`src/hdl/oprb_pkg.sv`:
```
// oprb_pkg: opcodes, status codes and the per-operation result record
// shared by the packet ring head control and the top level
// no dependencies

package oprb_pkg;

    localparam int unsigned PACKET_W = 64;
    localparam int unsigned FILL_W   = 5;

    typedef enum logic [2:0] {
        OP_PUSH       = 3'd0,
        OP_POP_NEXT   = 3'd1,
        OP_SKIP_NEXT  = 3'd2,
        OP_POP_LATEST = 3'd3,
        OP_CLEAR      = 3'd4
    } t_opcode;

    typedef enum logic [1:0] {
        ST_OK           = 2'd0,
        ST_NEVER_PUSHED = 2'd1,
        ST_EMPTY        = 2'd2
    } t_status;

    // what the head control decided for one operation
    typedef struct packed {
        t_status             status;
        logic                pop_ok;
        logic [FILL_W-1:0]   fill_count;
    } t_op_result;

endpackage

```
`src/hdl/overwriting_packet_ring_buffer.sv`:
```
// overwriting_packet_ring_buffer: top level, packet store ram, head control
// and the read-return / output stages; uses oprb_pkg, oprb_ram, oprb_head_ctrl
//
//   channel | direction | handshake                 | payload
//   in      | input     | i_in_valid / o_in_stall   | i_opcode, i_packet_data
//   out     | output    | o_out_valid / i_out_stall | o_status, o_packet_out, o_fill_count
//
// one operation per cycle while the input is not stalled; a result passes the store's
// registered read in the read-return stage and then the output register
// heads update at the input transfer, so back-to-back push and pop need no bypass
// synchronous active-low reset empties the pipeline and sets both heads to none
// a stalled output holds its result; input stalls only while both stages are full

module overwriting_packet_ring_buffer #(
    parameter int unsigned RING_DEPTH = 16
) (
    input  logic        i_clk,
    input  logic        i_rst_n,
    input  logic        i_in_valid,
    output logic        o_in_stall,
    input  logic [2:0]  i_opcode,
    input  logic [63:0] i_packet_data,
    output logic        o_out_valid,
    input  logic        i_out_stall,
    output logic [1:0]  o_status,
    output logic [63:0] o_packet_out,
    output logic [4:0]  o_fill_count
);

    localparam int unsigned IW = $clog2(RING_DEPTH);

    logic                             fire;
    logic                             out_free;
    logic                             s1_adv;
    logic                             ram_we;
    logic                             ram_re;
    logic [IW-1:0]                    ram_addr;
    logic [oprb_pkg::PACKET_W-1:0]    ram_rdata;
    oprb_pkg::t_op_result             res;

    logic                             r_s1_valid;
    oprb_pkg::t_op_result             r_s1_res;
    logic                             r_out_valid;
    logic [1:0]                       r_out_status;
    logic [oprb_pkg::PACKET_W-1:0]    r_out_packet;
    logic [oprb_pkg::FILL_W-1:0]      r_out_fill;

    assign out_free   = !r_out_valid || !i_out_stall;
    assign s1_adv     = r_s1_valid && out_free;
    assign o_in_stall = r_s1_valid && !out_free;
    assign fire       = i_in_valid && !o_in_stall;

    oprb_head_ctrl #(
        .RING_DEPTH (RING_DEPTH)
    ) u_head_ctrl (
        .i_clk      (i_clk),
        .i_rst_n    (i_rst_n),
        .i_fire     (fire),
        .i_opcode   (i_opcode),
        .o_ram_we   (ram_we),
        .o_ram_re   (ram_re),
        .o_ram_addr (ram_addr),
        .o_res      (res)
    );

    oprb_ram #(
        .WIDTH (oprb_pkg::PACKET_W),
        .DEPTH (RING_DEPTH)
    ) u_store (
        .i_clk   (i_clk),
        .i_we    (ram_we),
        .i_re    (ram_re),
        .i_addr  (ram_addr),
        .i_wdata (i_packet_data),
        .o_rdata (ram_rdata)
    );

    // read-return stage: ram data lines up with this stage and holds while it waits
    always_ff @(posedge i_clk) begin
        if (!i_rst_n) begin
            r_s1_valid <= 1'b0;
        end else if (fire) begin
            r_s1_valid <= 1'b1;
        end else if (s1_adv) begin
            r_s1_valid <= 1'b0;
        end
    end

    always_ff @(posedge i_clk) begin
        if (fire) begin
            r_s1_res <= res;
        end
    end

    always_ff @(posedge i_clk) begin
        if (!i_rst_n) begin
            r_out_valid <= 1'b0;
        end else if (s1_adv) begin
            r_out_valid <= 1'b1;
        end else if (!i_out_stall) begin
            r_out_valid <= 1'b0;
        end
    end

    always_ff @(posedge i_clk) begin
        if (s1_adv) begin
            r_out_status <= r_s1_res.status;
            r_out_packet <= r_s1_res.pop_ok ? ram_rdata : '0;
            r_out_fill   <= r_s1_res.fill_count;
        end
    end

    assign o_out_valid  = r_out_valid;
    assign o_status     = r_out_status;
    assign o_packet_out = r_out_packet;
    assign o_fill_count = r_out_fill;

endmodule

```
`src/hdl/oprb_ram.sv`:
```
// oprb_ram: generic single-port synchronous ram with registered read
// depends on nothing

module oprb_ram #(
    parameter int unsigned WIDTH = 64,
    parameter int unsigned DEPTH = 16
) (
    input  logic                     i_clk,
    input  logic                     i_we,
    input  logic                     i_re,
    input  logic [$clog2(DEPTH)-1:0] i_addr,
    input  logic [WIDTH-1:0]         i_wdata,
    output logic [WIDTH-1:0]         o_rdata
);

    logic [WIDTH-1:0] r_mem [DEPTH];
    logic [WIDTH-1:0] r_rdata;

    always_ff @(posedge i_clk) begin
        if (i_we) begin
            r_mem[i_addr] <= i_wdata;
        end
        if (i_re) begin
            r_rdata <= r_mem[i_addr];
        end
    end

    assign o_rdata = r_rdata;

endmodule

```
`src/hdl/oprb_head_ctrl.sv`:
```
// oprb_head_ctrl: producer and consumer head registers, opcode decode,
// store access request and fill count; uses oprb_pkg

module oprb_head_ctrl #(
    parameter int unsigned RING_DEPTH = 16
) (
    input  logic                          i_clk,
    input  logic                          i_rst_n,
    input  logic                          i_fire,
    input  logic [2:0]                    i_opcode,
    output logic                          o_ram_we,
    output logic                          o_ram_re,
    output logic [$clog2(RING_DEPTH)-1:0] o_ram_addr,
    output oprb_pkg::t_op_result          o_res
);

    localparam int unsigned IW = $clog2(RING_DEPTH);
    localparam int unsigned CW = (IW + 1 > oprb_pkg::FILL_W) ? IW + 1 : oprb_pkg::FILL_W;
    localparam logic [IW-1:0] LAST = IW'(RING_DEPTH - 1);

    // a head is either none or a slot index
    logic          r_p_none, n_p_none;
    logic [IW-1:0] r_p_idx,  n_p_idx;
    logic          r_c_none, n_c_none;
    logic [IW-1:0] r_c_idx,  n_c_idx;

    logic [IW-1:0] p_next, c_next, pop_idx;
    logic          heads_eq, n_heads_eq;
    logic          we, re;
    logic [IW-1:0] addr;
    oprb_pkg::t_status status;
    logic          pop_ok;
    logic [CW-1:0] fill;

    assign p_next = (r_p_none || r_p_idx == LAST) ? '0 : r_p_idx + 1'b1;
    assign c_next = (r_c_none || r_c_idx == LAST) ? '0 : r_c_idx + 1'b1;

    assign heads_eq = (r_p_none && r_c_none)
                   || (!r_p_none && !r_c_none && r_p_idx == r_c_idx);

    always_comb begin
        n_p_none = r_p_none;
        n_p_idx  = r_p_idx;
        n_c_none = r_c_none;
        n_c_idx  = r_c_idx;
        we       = 1'b0;
        re       = 1'b0;
        addr     = p_next;
        status   = oprb_pkg::ST_OK;
        pop_ok   = 1'b0;
        pop_idx  = (i_opcode == oprb_pkg::OP_POP_NEXT) ? c_next : r_p_idx;
        case (i_opcode)
            oprb_pkg::OP_PUSH: begin
                n_p_none = 1'b0;
                n_p_idx  = p_next;
                we       = 1'b1;
                addr     = p_next;
            end
            oprb_pkg::OP_POP_NEXT, oprb_pkg::OP_POP_LATEST: begin
                if (r_p_none) begin
                    status = oprb_pkg::ST_NEVER_PUSHED;
                end else if (heads_eq) begin
                    status = oprb_pkg::ST_EMPTY;
                end else begin
                    pop_ok   = 1'b1;
                    re       = 1'b1;
                    addr     = pop_idx;
                    n_c_none = 1'b0;
                    n_c_idx  = pop_idx;
                end
            end
            oprb_pkg::OP_SKIP_NEXT: begin
                n_c_none = 1'b0;
                n_c_idx  = c_next;
            end
            oprb_pkg::OP_CLEAR: begin
                n_p_none = 1'b1;
                n_p_idx  = '0;
                n_c_none = 1'b1;
                n_c_idx  = '0;
            end
            default: begin
            end
        endcase
    end

    // fill count after the operation, consumer none counts as minus one
    assign n_heads_eq = (n_p_none && n_c_none)
                     || (!n_p_none && !n_c_none && n_p_idx == n_c_idx);

    always_comb begin
        if (n_p_none || n_heads_eq) begin
            fill = '0;
        end else if (n_c_none) begin
            fill = CW'(n_p_idx) + CW'(1);
        end else if (n_p_idx > n_c_idx) begin
            fill = CW'(n_p_idx) - CW'(n_c_idx);
        end else begin
            fill = CW'(RING_DEPTH) - CW'(n_c_idx) + CW'(n_p_idx);
        end
    end

    always_ff @(posedge i_clk) begin
        if (!i_rst_n) begin
            r_p_none <= 1'b1;
            r_p_idx  <= '0;
            r_c_none <= 1'b1;
            r_c_idx  <= '0;
        end else if (i_fire) begin
            r_p_none <= n_p_none;
            r_p_idx  <= n_p_idx;
            r_c_none <= n_c_none;
            r_c_idx  <= n_c_idx;
        end
    end

    assign o_ram_we         = i_fire && we;
    assign o_ram_re         = i_fire && re;
    assign o_ram_addr       = addr;
    assign o_res.status     = status;
    assign o_res.pop_ok     = pop_ok;
    assign o_res.fill_count = fill[oprb_pkg::FILL_W-1:0];

endmodule

```
`config.mk`:
```
export PLATFORM = sky130hd
export DESIGN_NAME = overwriting_packet_ring_buffer
export DESIGN_NICKNAME = d
export VERILOG_FILES = /design/src/hdl/oprb_pkg.sv /design/src/hdl/overwriting_packet_ring_buffer.sv /design/src/hdl/oprb_ram.sv /design/src/hdl/oprb_head_ctrl.sv
export SDC_FILE = /design/constraint.sdc
export NUM_CORES = 1
export LEC_CHECK = 0
export BUFFER_PORTS_ARGS = -buffer_cell sky130_fd_sc_hd__buf_2
export CAP_MARGIN = 20
export CORE_MARGIN = 4
export CORE_UTILIZATION = 45
export CTS_CLUSTER_SIZE = 10
export DETAILED_ROUTE_END_ITERATION = 7
export MAX_ROUTING_LAYER = met4
export PLACE_DENSITY = 0.7
export SYNTH_ARGS = -nofsm -noshare
export SYNTH_HDL_FRONTEND = slang
export SYNTH_HIERARCHICAL = 1
export SYNTH_SLANG_ARGS = --single-unit
```
`constraint.sdc`:
```
create_clock -name i_clk -period 9.54 [get_ports i_clk]
set_input_delay 0.954 -clock i_clk [delete_from_list [all_inputs] [get_ports i_clk]]
set_output_delay 0.954 -clock i_clk [all_outputs]
set_load 0.03 [all_outputs]
```
# Word level (Yosys, flattened, before mapping)
# Memory sizes are Yosys's and may differ from the RTL's. A register that Yosys moved wholly into a read port is not among the register bits.
# Index checks and enable logic that the tools add are counted.
# Widths: inputs -> output; s select.
# classes
n_addsub	6
n_bitwise	1
muxes	28
eq_ne	9
n_lt_le_gt_ge	1
reduce_logical	29
# ops
cell	count
$mux 4	8
$mux 1	13
$pmux 4 s3	1
$logic_and 1x1->1	11
$mux 5	2
$add 4x1->4 const B	2
$eq 4x4->1	2
$eq 4x4->1 const B	2
$logic_not 1->1	8
$pmux 4 s2	1
$eq 3x2->1 const B	2
$logic_or 1x1->1	6
$add 4x1->5 const B	1
$add 5x4->5	1
$sub 4x4->5	1
$sub 5x4->5 const A	1
$gt 4x4->1	1
$reduce_or 2->1	2
$eq 3x1->1 const B	1
$eq 3x3->1 const B	1
$logic_not 3->1	1
$pmux 1 s3	1
$mux 2	1
$ne 2x1->1 const B	1
other kinds (3)	3
# totals
regBits	91
memories	1
mem_bits_rw	1024
# memory_table
memory	words	width	rd	rd_clocked_by_memory_dff	write_ports	line_no	source
u_store.r_mem	16	64	1	1	1	oprb_ram.sv:16	logic [WIDTH-1:0] r_mem [DEPTH];

# Depth between registers and ports, before layout
# Gate-level depths: netlist of run 1.
# logic_depth
depth_word	12
depth_mapped	17
ltp_nobuf	16

# Hierarchy
# Netlist of run 1, hierarchy kept.
# modules_own_cells
module	area_per_inst_um2	cells_per_inst	n_inst
oprb_ram	40158.5	1648	1
overwriting_packet_ring_buffer	2961.6	157	1
oprb_head_ctrl	1386.3	187	1

# Worst setup path after synthesis of run 1
# Ideal clock, no wire load.
# synth_timing
path_kind	in2reg
from	input i_out_stall
to	memory u_store.r_mem[0][0] (enable)
slack_ns	1.618
path_stages	7
setup_ns	0.565
required_time_ns	8.975
arrival_ns	7.357
path_cell_list	and3_1 -> nor2b_1 -> clkbuf_1 -> inv_1 -> nor3_1 -> or3b_2 -> nor3_1
# synth_via
elab_chain_cells	9
# synth_lines
item	line_no	source
start: declaration	overwriting_packet_ring_buffer.sv:24	input logic i_out_stall,
$logic_not 1->1	-	
$logic_or 1x1->1	overwriting_packet_ring_buffer.sv:48	assign out_free = !r_out_valid || !i_out_stall;
$logic_not 1->1	overwriting_packet_ring_buffer.sv:50	assign o_in_stall = r_s1_valid && !out_free;
$logic_and 1x1->1	overwriting_packet_ring_buffer.sv:50	
$logic_not 1->1	overwriting_packet_ring_buffer.sv:51	assign fire = i_in_valid && !o_in_stall;
$logic_and 1x1->1	overwriting_packet_ring_buffer.sv:51	
named net fire	overwriting_packet_ring_buffer.sv:32	logic fire;
$logic_and 1x1->1	oprb_head_ctrl.sv:117	assign o_ram_we = i_fire && we;
named net ram_we	overwriting_packet_ring_buffer.sv:35	logic ram_we;
$mux 1	oprb_ram.sv:20	if (i_we) begin
$mux 1 (implied by the code)	oprb_ram.sv:21	r_mem[i_addr] <= i_wdata;
end: declaration	oprb_ram.sv:16	
# The timed path passes the listed nets, and every way through them passes these cells.

# Worst setup path after layout of run 1
# layout_timing
from	register u_head_ctrl.r_p_idx[2]
to	register u_store.r_rdata[16], in the netlist u_store/o_rdata[16], read port of u_store.r_mem (data pin)
# layout_via
word_cells_on_any_way	15
classes_between	1 x add/sub; 2 x eq/ne; 8 x mux; 4 x reduce/logical
# layout_rtl
item	line_no	source
start: declaration	oprb_head_ctrl.sv:23	logic [IW-1:0] r_p_idx, n_p_idx;
start signal: assignment	oprb_head_ctrl.sv:111	r_p_idx <= n_p_idx;
$eq 4x4->1, on equally long branches	oprb_head_ctrl.sv:35, oprb_head_ctrl.sv:39	
$logic_or 1x1->1 or $logic_and 1x1->1 (tied branches)	oprb_head_ctrl.sv:35, oprb_head_ctrl.sv:39	
$mux 4 or $logic_or 1x1->1 (tied branches)	oprb_head_ctrl.sv:35, oprb_head_ctrl.sv:39	
$mux 4	oprb_head_ctrl.sv:62	end else if (heads_eq) begin
$mux 4	oprb_head_ctrl.sv:60	if (r_p_none) begin
$mux 4 (*)	oprb_head_ctrl.sv:52	case (i_opcode)
named net ram_addr[1]	overwriting_packet_ring_buffer.sv:37	logic [IW-1:0] ram_addr;
end: declaration	oprb_ram.sv:17	logic [WIDTH-1:0] r_rdata;
# The timed path passes the listed nets; every way through them passes the cells marked *.
# A chain may end at the register's enable or synchronous reset.

==> impl_metrics.csv, run 1 <==
group,metric,value,unit
worst_setup_path,critPathCaptureType,"flip-flop",
sta,fmax,0.173,GHz
worst_setup_path,critPathRequiredTime,9.99,ns
worst_setup_path,cp.arrival,6.23,ns
worst_setup_path,startpoint_type,"flip-flop",
drt,antenna_left,0,
clocking,cts_max_level,4,
global_route,grt_max_degree,117,
floorplanning,die_h,322,um
worst_setup_path,cp_top_family,"buffers and inverters",
global_route,grt_pass1_wl,145000,um
sta,fin_tns_setup,0,ns
global_route,grt_usage,19.4,%
sta,rsz0062_at_grt,"false",
drt,drtPass1Iterations,6,
drt,routed_via_density,5.97,
synthesis,netlist_instances,1992,
worst_hold_path,hp-class,"reg -> reg",
synthesis,synth_area_per_cell,22.3,sq um
sta,finalSetupViolCount,0,
synthesis,synthMuxAreaShare,13.1,%
worst_setup_path,critPathKind,"reg -> reg",
sta,period_share,60.5,%
global_route,use_met1,25.1,%
worst_setup_path,crit_path_frequent_cell,"buf_4",
synthesis,syn-num-nets,2070,
synthesis,synth_cell_types,62,
pwr,total_leakage_power,15.9,nW
synthesis,ys_warn_count,6,
layout,final_area,50800,sq um
synthesis,syn_area,44500,sq um
global_route,grtUsageMet3,3.80,%
synthesis,synth_edf_count,1167,
placement,place.detailed.instances,3357,
clocking,numClockSinks,1179,
synthesis,synthFlopType,"edfxtp_1",
layout,fill_cells,7428,
placement,placed_area,46900,sq um
sta,min_period,5.77,ns
global_route,gr-total-overflow,0,
sta,clock_skew,0.0226,ns
drt,drt-initial-drc-count,2285,
worst_setup_path,cp_max_fo,74,
synthesis,yosys.area_share.simple,2.78,%
synthesis,ys_ff_latch,1179,
floorplanning,start_util,45.3,%
worst_setup_path,critPathSlowestCell,"buf_4",
placement,finalWeightedCongestion,0.835,
clocking,clk_pin_slew,0.05,ns
drt,via_count,21094,
sta,hold_viol,0,
clocking,holdBufCountCts,0,
floorplanning,num_io_pins,144,
sta,fin_hold_ws,0.419,ns
clocking,cts_tree,"done",
clocking,cts_buffer_depth,3,
worst_setup_path,crit_buf_inv,3,
pwr,power_density,209,nW/um^2
pwr,ir_worst_vdd,0.121,mV
synthesis,synth-async-reset-ratio,0,%
worst_setup_path,critPathMaxStageDelay,0.95,ns
floorplanning,die_width,322,um
placement,io_buffers,143,
synthesis,synth-seq-area-share,79.3,%
run,cap_violations,0,
layout,drive_above_1_share,31.3,%
drt,drt-total-wl,96100,um
global_route,grt-busiest-layer,"met2",
drt,drc,0,
sta,timing.final.max_slew_violations,0,
clocking,clock_latency,0.72,ns
floorplanning,num_rows,115,
placement,hpwl,50200,um
synthesis,synth_fa_ha_area_share,0.197,%
synthesis,synth-compound-area-share,3.22,%
drt,wl_per_cell,27.2,um
outcome,outcome,"completed",
layout,area_growth,14.1,%
layout,layout.nets,2290,
synthesis,synth_top_family_by_area,"multiplexers",
worst_setup_path,worstPathCellList,"xor2_1 -> nor3_2 -> nand2_2 -> o21ai_1 -> nor2_1 -> a211oi_4 -> buf_4 -> buf_4 -> buf_4 -> mux4_2 -> a22oi_1 -> nand2_1",
floorplanning,dieArea,104000,sq um
floorplanning,core_area,98300,sq um
clocking,cts_resized,0,
sta,worstMarginPinSlew,1.13,ns
synthesis,synth_xor_area_share,0.233,%
clocking,root_buffer,"clkbuf_16",
clocking,cts_made_buffers,137,
global_route,grt_pass1_vias,22225,
sta,relSlewSlack,24.8,%
global_route,grt_use_met2,31.2,%
layout,stdcell_count,3536,
global_route,antenna_found_initial,20,
clocking,post_cts_buffers,0,
-- placed cells by master (no fill, tap or decap), types with 3 or more instances in the layout --
cell type / count
inv_16: 3
nor3_2: 5
nor3_1: 3
nor2b_1: 5
nand2b_1: 3
inv_1: 9
o211a_1: 6
o21ai_0: 10
buf_4: 35
or2_2: 3
nand2_1: 80
nand3_1: 4
edfxtp_1: 1167
clkbuf_1: 8
and2_2: 65
a21oi_1: 13
o31ai_1: 4
a22oi_1: 131
buf_16: 5
mux4_2: 256
nor2_4: 14
nor3b_1: 4
mux2i_1: 5
nand3b_1: 3
dfxtp_1: 12
and3_1: 4
clkbuf_16: 141
diode_2: 11
nor2_1: 20
ha_1: 7
buf_2: 143
xnor2_1: 5
xor2_1: 5
clkinv_8: 5
a211oi_1: 3
-- stage by stage --
stage	setup WS [ns]	utilization, %	power (mW)
floorplan	1.62	-	6.03
global placement	3.52	47.6	6.14
detailed placement	3.47	47.7	6.16
CTS	3.81	51.6	10.7
global route	3.47	51.7	11.0
finish	3.77	51.7	10.6
-- kinds of logic (layout without fill, tap and decap cells) --
logic type,count (synthesis),in the layout
xor gates and xnor gates,11,11
AOI/OAI and AO/OA,193,193
other,0,11
buffers and inverters,114,360
muxes,262,262
and+or+nand+nor,226,226
DFF,1179,1179
adders and majority gates,7,7
-- flip-flops by register name, indices dropped and copies added, names as in the netlist --
name and count:
o_status 2, u_store/r_mem 1024, o_packet_out 64, o_fill_count 5, r_s1_res 8, o_out_valid 1, u_head_ctrl/r_c_none 1, u_head_ctrl/r_c_idx 4
r_s1_valid 1, u_head_ctrl/r_p_none 1, u_head_ctrl/r_p_idx 4, u_store/o_rdata 64
-- cells in the mapped netlist, types with 5 or more instances --
cell / n / area [sq um]
nor2_1: 34 / 128
o211a_1: 6 / 60.1
o21ai_0: 11 / 55.1
nor3_1: 7 / 35.0
a21oi_1: 13 / 65.1
xnor2_1: 5 / 43.8
edfxtp_1: 1167 / 35000
dfxtp_1: 12 / 240
ha_1: 7 / 87.6
inv_1: 9 / 33.8
and2_2: 64 / 480
nand2_1: 80 / 300
xor2_1: 5 / 43.8
buf_4: 10 / 75.1
clkbuf_1: 44 / 165
buf_1: 11 / 41.3
buf_2: 31 / 155
a22oi_1: 131 / 983
mux2i_1: 5 / 50.1
mux4_2: 256 / 5770
nor2b_1: 7 / 43.8
clkbuf_2: 6 / 30.0
-- report_power, final --
| group | leakage, nW | switching [mW] | internal [mW] |
|---|---|---|---|
| clock network | 1.86 | 1.90 | 2.66 |
| logic | 3.39 | 0.204 | 0.111 |
| registers | 10.6 | 0.0135 | 5.72 |
-- per-layer routing --
| metal | share of wire (%) | up-vias | wire [um] |
|---|---|---|---|
| li1 | - | 8752 | - |
| met1 | 40 | 11162 | 38000 |
| met2 | 50 | 986 | 48400 |
| met3 | 7.5 | 194 | 7200 |
| met4 | 2.6 | 0 | 2510 |
| met5 | 0 | - | 0 |
-- layout make-up --
| cell class | instances | area [sq um] | share of cell area, % |
|---|---|---|---|
| Antenna cell | 11 | 27.5 | 0.0542 |
| Inverter | 10 | 40.0 | 0.0788 |
| Multi-Input combinational cell | 699 | 8870 | 17.5 |
| Tap cell | 1287 | 1610 | 3.17 |
| Timing Repair Buffer | 185 | 1160 | 2.28 |
| Clock inverter | 16 | 240 | 0.473 |
| Sequential cell | 1179 | 35300 | 69.5 |
| Clock buffer | 149 | 3560 | 7.01 |
-- final timing paths --
path | start | endpoint | slack, ns | cells past startpoint
worst max-delay path | u_head_ctrl/r_p_idx[2]$_SDFFE_PN0P_ | u_store/o_rdata[16]$_DFFE_PP_ | 3.77 | 12
worst min-delay path | r_s1_res[6]$_DFFE_PP_ | o_status[0]$_DFFE_PP_ | 0.42 | 0
worst max register to register | u_head_ctrl/r_p_idx[2]$_SDFFE_PN0P_ | u_store/o_rdata[16]$_DFFE_PP_ | 3.77 | 12
worst min register to register | r_s1_res[6]$_DFFE_PP_ | o_status[0]$_DFFE_PP_ | 0.42 | 0
No activity file was read; power rests on OpenSTA's default activity.
==> inputs of run 2 (changes only) <==
Settings changed: ABC_AREA set to 1, PLACE_DENSITY 0.7 to 0.72.
Clock period 9.54 ns to 5.2 ns, I/O delays scaled along.
==> run 2 against run 1 <==
Net effect:
- first-iteration DRC count is 38% higher
- final area is 8.3% higher
- highest routed layer unchanged
- die area is 9.6% higher
- critical path type unchanged
- total power is 87% higher
- register-to-register slack worse by 2.6 ns
- routed wire length is 22% higher
- sequential share of layout area is 5.3 points lower
==> impl_metrics.csv, run 2 <==
group,metric,value,unit
outcome,outcome,"completed",
worst_hold_path,worstHoldStart,"i_out_stall",
drt,via_count,31803,
clocking,numClockSinks,1179,
drt,drt-total-wl,118000,um
worst_setup_path,critPathSlowestCell,"buf_4",
layout,multi_input_area,11800,sq um
synthesis,synth_edf_count,1167,
sta,period_share,78.2,%
floorplanning,num_rows,120,
clocking,cts_max_level,4,
drt,drt-initial-drc-count,3159,
synthesis,synth_top_area_share,71.6,%
global_route,grt_usage,21.1,%
layout,regMostFlops,"u_store/r_mem",
sta,rsz0062_at_grt,"false",
worst_setup_path,critPathKind,"reg -> reg",
synthesis,synthTopCellsByArea,"edfxtp_1 (72%), nand2_1 (22%), inv_1 (1.8%)",
sta,relSlewSlack,23.4,%
worst_setup_path,worstPathCellList,"inv_1 -> nand3_1 -> nor2_1 -> nand2_1 -> nand3_2 -> inv_1 -> o211ai_1 -> o21ai_4 -> buf_12 -> buf_4 -> nand2_1 -> nand2_1 -> nand2_1 -> nand2_1 -> nand2_1 -> nand2_1 -> inv_1 -> nand2_1",
floorplanning,core_area,108000,sq um
worst_setup_path,critPathCaptureType,"flip-flop",
pwr,ir_worst_vdd,0.250,mV
worst_setup_path,startpoint,"u_head_ctrl/r_c_none$_SDFFE_PN1P_",
synthesis,syn_area,48900,sq um
sta,fin_tns_setup,0,ns
synthesis,synth-async-reset-ratio,0,%
layout,seqCellArea,35300,sq um
layout,final_common_cell,"nand2_1",
layout,drive_above_1_share,8.49,%
clocking,cts_made_buffers,137,
sta,finalSetupViolCount,0,
global_route,grt_max_degree,225,
worst_setup_path,cp_top_family,"buffers and inverters",
pwr,power_density,360,nW/um^2
global_route,grt_pass1_wl,178000,um
synthesis,netlist_instances,4634,
layout,mostFrequentLayoutCells,"nand2_1 (2862), edfxtp_1 (1167), inv_1 (237)",
sta,worstMarginPinSlew,1.15,ns
floorplanning,num_io_pins,144,
placement,finalWeightedCongestion,0.870,
floorplanning,die_h,338,um
clocking,clock_latency,0.74,ns
sta,hold_viol,0,
pwr,total_power,19.8,mW
worst_setup_path,cp.arrival,4.68,ns
placement,hpwl,58200,um
drt,wl_per_cell,18.9,um
floorplanning,dieArea,114000,sq um
layout,fill_cells,8931,
worst_setup_path,critPathRequiredTime,5.81,ns
synthesis,synth_most_common_cell,"nand2_1",
worst_hold_path,hp-class,"in -> reg",
synthesis,synthFlopType,"edfxtp_1",
synthesis,synth_top_area_cell,"edfxtp_1",
layout,layout.nets,4845,
worst_setup_path,crit_buf_inv,5,
synthesis,ys_warn_count,6,
pwr,total_leakage_power,22.9,nW
synthesis,ys_ff_latch,1179,
placement,io_buffers,143,
floorplanning,die_width,338,um
synthesis,syn-num-nets,4712,
drt,drtPass1Iterations,5,
sta,clock_skew,0.0307,ns
layout,largest_reg_flops,1024,
worst_setup_path,crit_path_frequent_cell,"nand2_1",
sta,min_period,4.07,ns
run,cap_violations,0,
global_route,gr-total-overflow,0,
global_route,grt_pass1_vias,30426,
worst_setup_path,startpoint_type,"flip-flop",
clocking,clk_pin_slew,0.06,ns
clocking,cts_tree,"done",
layout,area_growth,12.5,%
drt,antenna_left,0,
drt,routed_via_density,5.12,
synthesis,synth-seq-area-share,72.1,%
clocking,root_buffer,"clkbuf_16",
clocking,cts_buffer_depth,3,
synthesis,synth_area_per_cell,10.6,sq um
drt,drc,0,
worst_setup_path,cp_max_fo,175,
worst_setup_path,worstReg2RegStart,"u_head_ctrl/r_c_none$_SDFFE_PN1P_",
sta,timing.final.max_slew_violations,0,
worst_setup_path,critPathMaxStageDelay,0.91,ns
sta,fmax,0.246,GHz
global_route,antenna_found_initial,23,
synthesis,synth_commonest_cells,"nand2_1 (2862), edfxtp_1 (1167), inv_1 (237)",
synthesis,synth_cell_types,40,
floorplanning,start_util,45.5,%
-- run 2: cell types whose count changed in the layout (fill, tap and decap cells not counted), moves of 6 or more --
cell | before | now
a21oi_1 | 13 | 22
a22oi_1 | 131 | 0
and2_2 | 65 | 0
buf_12 | 2 | 19
diode_2 | 11 | 19
inv_1 | 9 | 237
mux4_2 | 256 | 0
nand2_1 | 80 | 2862
nand3_1 | 4 | 19
nor2_1 | 20 | 12
nor2_4 | 14 | 21
o211a_1 | 6 | 0
-- run 2: layout make-up --
cell class / count / area share, %
inverter: 247 / 1.73
antenna: 19 / 0.0864
sequential: 1179 / 64.1
clock inverter: 16 / 0.469
multi-input combinational: 3002 / 21.4
tap: 1403 / 3.19
timing repair buffer: 200 / 2.52
clock buffer: 150 / 6.48
-- run 2: logic make-up after synthesis --
kind of cell / Yosys count / share of synthesized area [%]
adder cells (fa/ha/maj): 7 / 0.179
buffers and inverters: 453 / 4.16
AO/OA/AOI/OAI: 58 / 0.711
AND/OR/NAND/NOR: 2934 / 22.8
flip-flops: 1179 / 72.1
XOR/XNOR: 3 / 0.0537
-- run 2: path summary, 6_finish.rpt --
check / cells past startpoint / slack [ns] / end
setup / recovery: 18 / 1.13 / u_store/o_rdata[57]$_DFFE_PP_
hold / removal: 3 / 0.07 / o_out_valid$_SDFFE_PN0P_
setup reg to reg: 18 / 1.13 / u_store/o_rdata[57]$_DFFE_PP_
hold reg to reg: 0 / 0.43 / o_status[1]$_DFFE_PP_
-- run 2: metal layers --
layer | vias to the layer above | track usage [%] | part of all wire (%) | wire length (um)
li1 | 15128 | - | - | -
met1 | 15179 | 26.9 | 41 | 47900
met2 | 1277 | 33.8 | 48 | 56500
met3 | 219 | 4.57 | 8.9 | 10500
met4 | 0 | 7.20 | 2.4 | 2800
met5 | - | - | 0 | 0
-- run 2: where the power goes --
group	total, mW	internal (mW)	switching, mW
clock network	8.46	4.94	3.52
registers	10.5	10.5	0.0222
logic	0.822	0.205	0.617
total	19.8	15.7	4.16
-- run 2: through the flow --
| stage | std cells | setup WS [ns] | utilization (%) | hold slack (ns) | instance area, sq um |
|---|---|---|---|---|---|
| after global placement | 6030 | 1.11 | 47.6 | 0.403 | 51100 |
| after global routing | 6214 | 0.798 | 51.2 | 0.0710 | 55000 |
| final | 6216 | 1.13 | 51.2 | 0.0747 | 55000 |
| after floorplan | 4634 | 0.0336 | - | 0.400 | 48900 |
| after detailed placement | 6030 | 1.03 | 47.6 | 0.407 | 51100 |
| after CTS | 6197 | 1.19 | 51.1 | 0.0317 | 55000 |
-- run 2: worst register-to-register path: cells and delay by family, from the launching register on --
kind	cells	cell delay (ns)
buffers and inverters	5	2.02
flip-flops	1	0.45
AND/OR/NAND/NOR	11	1.14
AO/OA/AOI/OAI	2	0.35
-- run 2: repair_timing --
action,CTS,global route
setup buffers,0,0
endpoints found under the hold margin,1,0
hold buffers,1,0
resized for setup,0,0
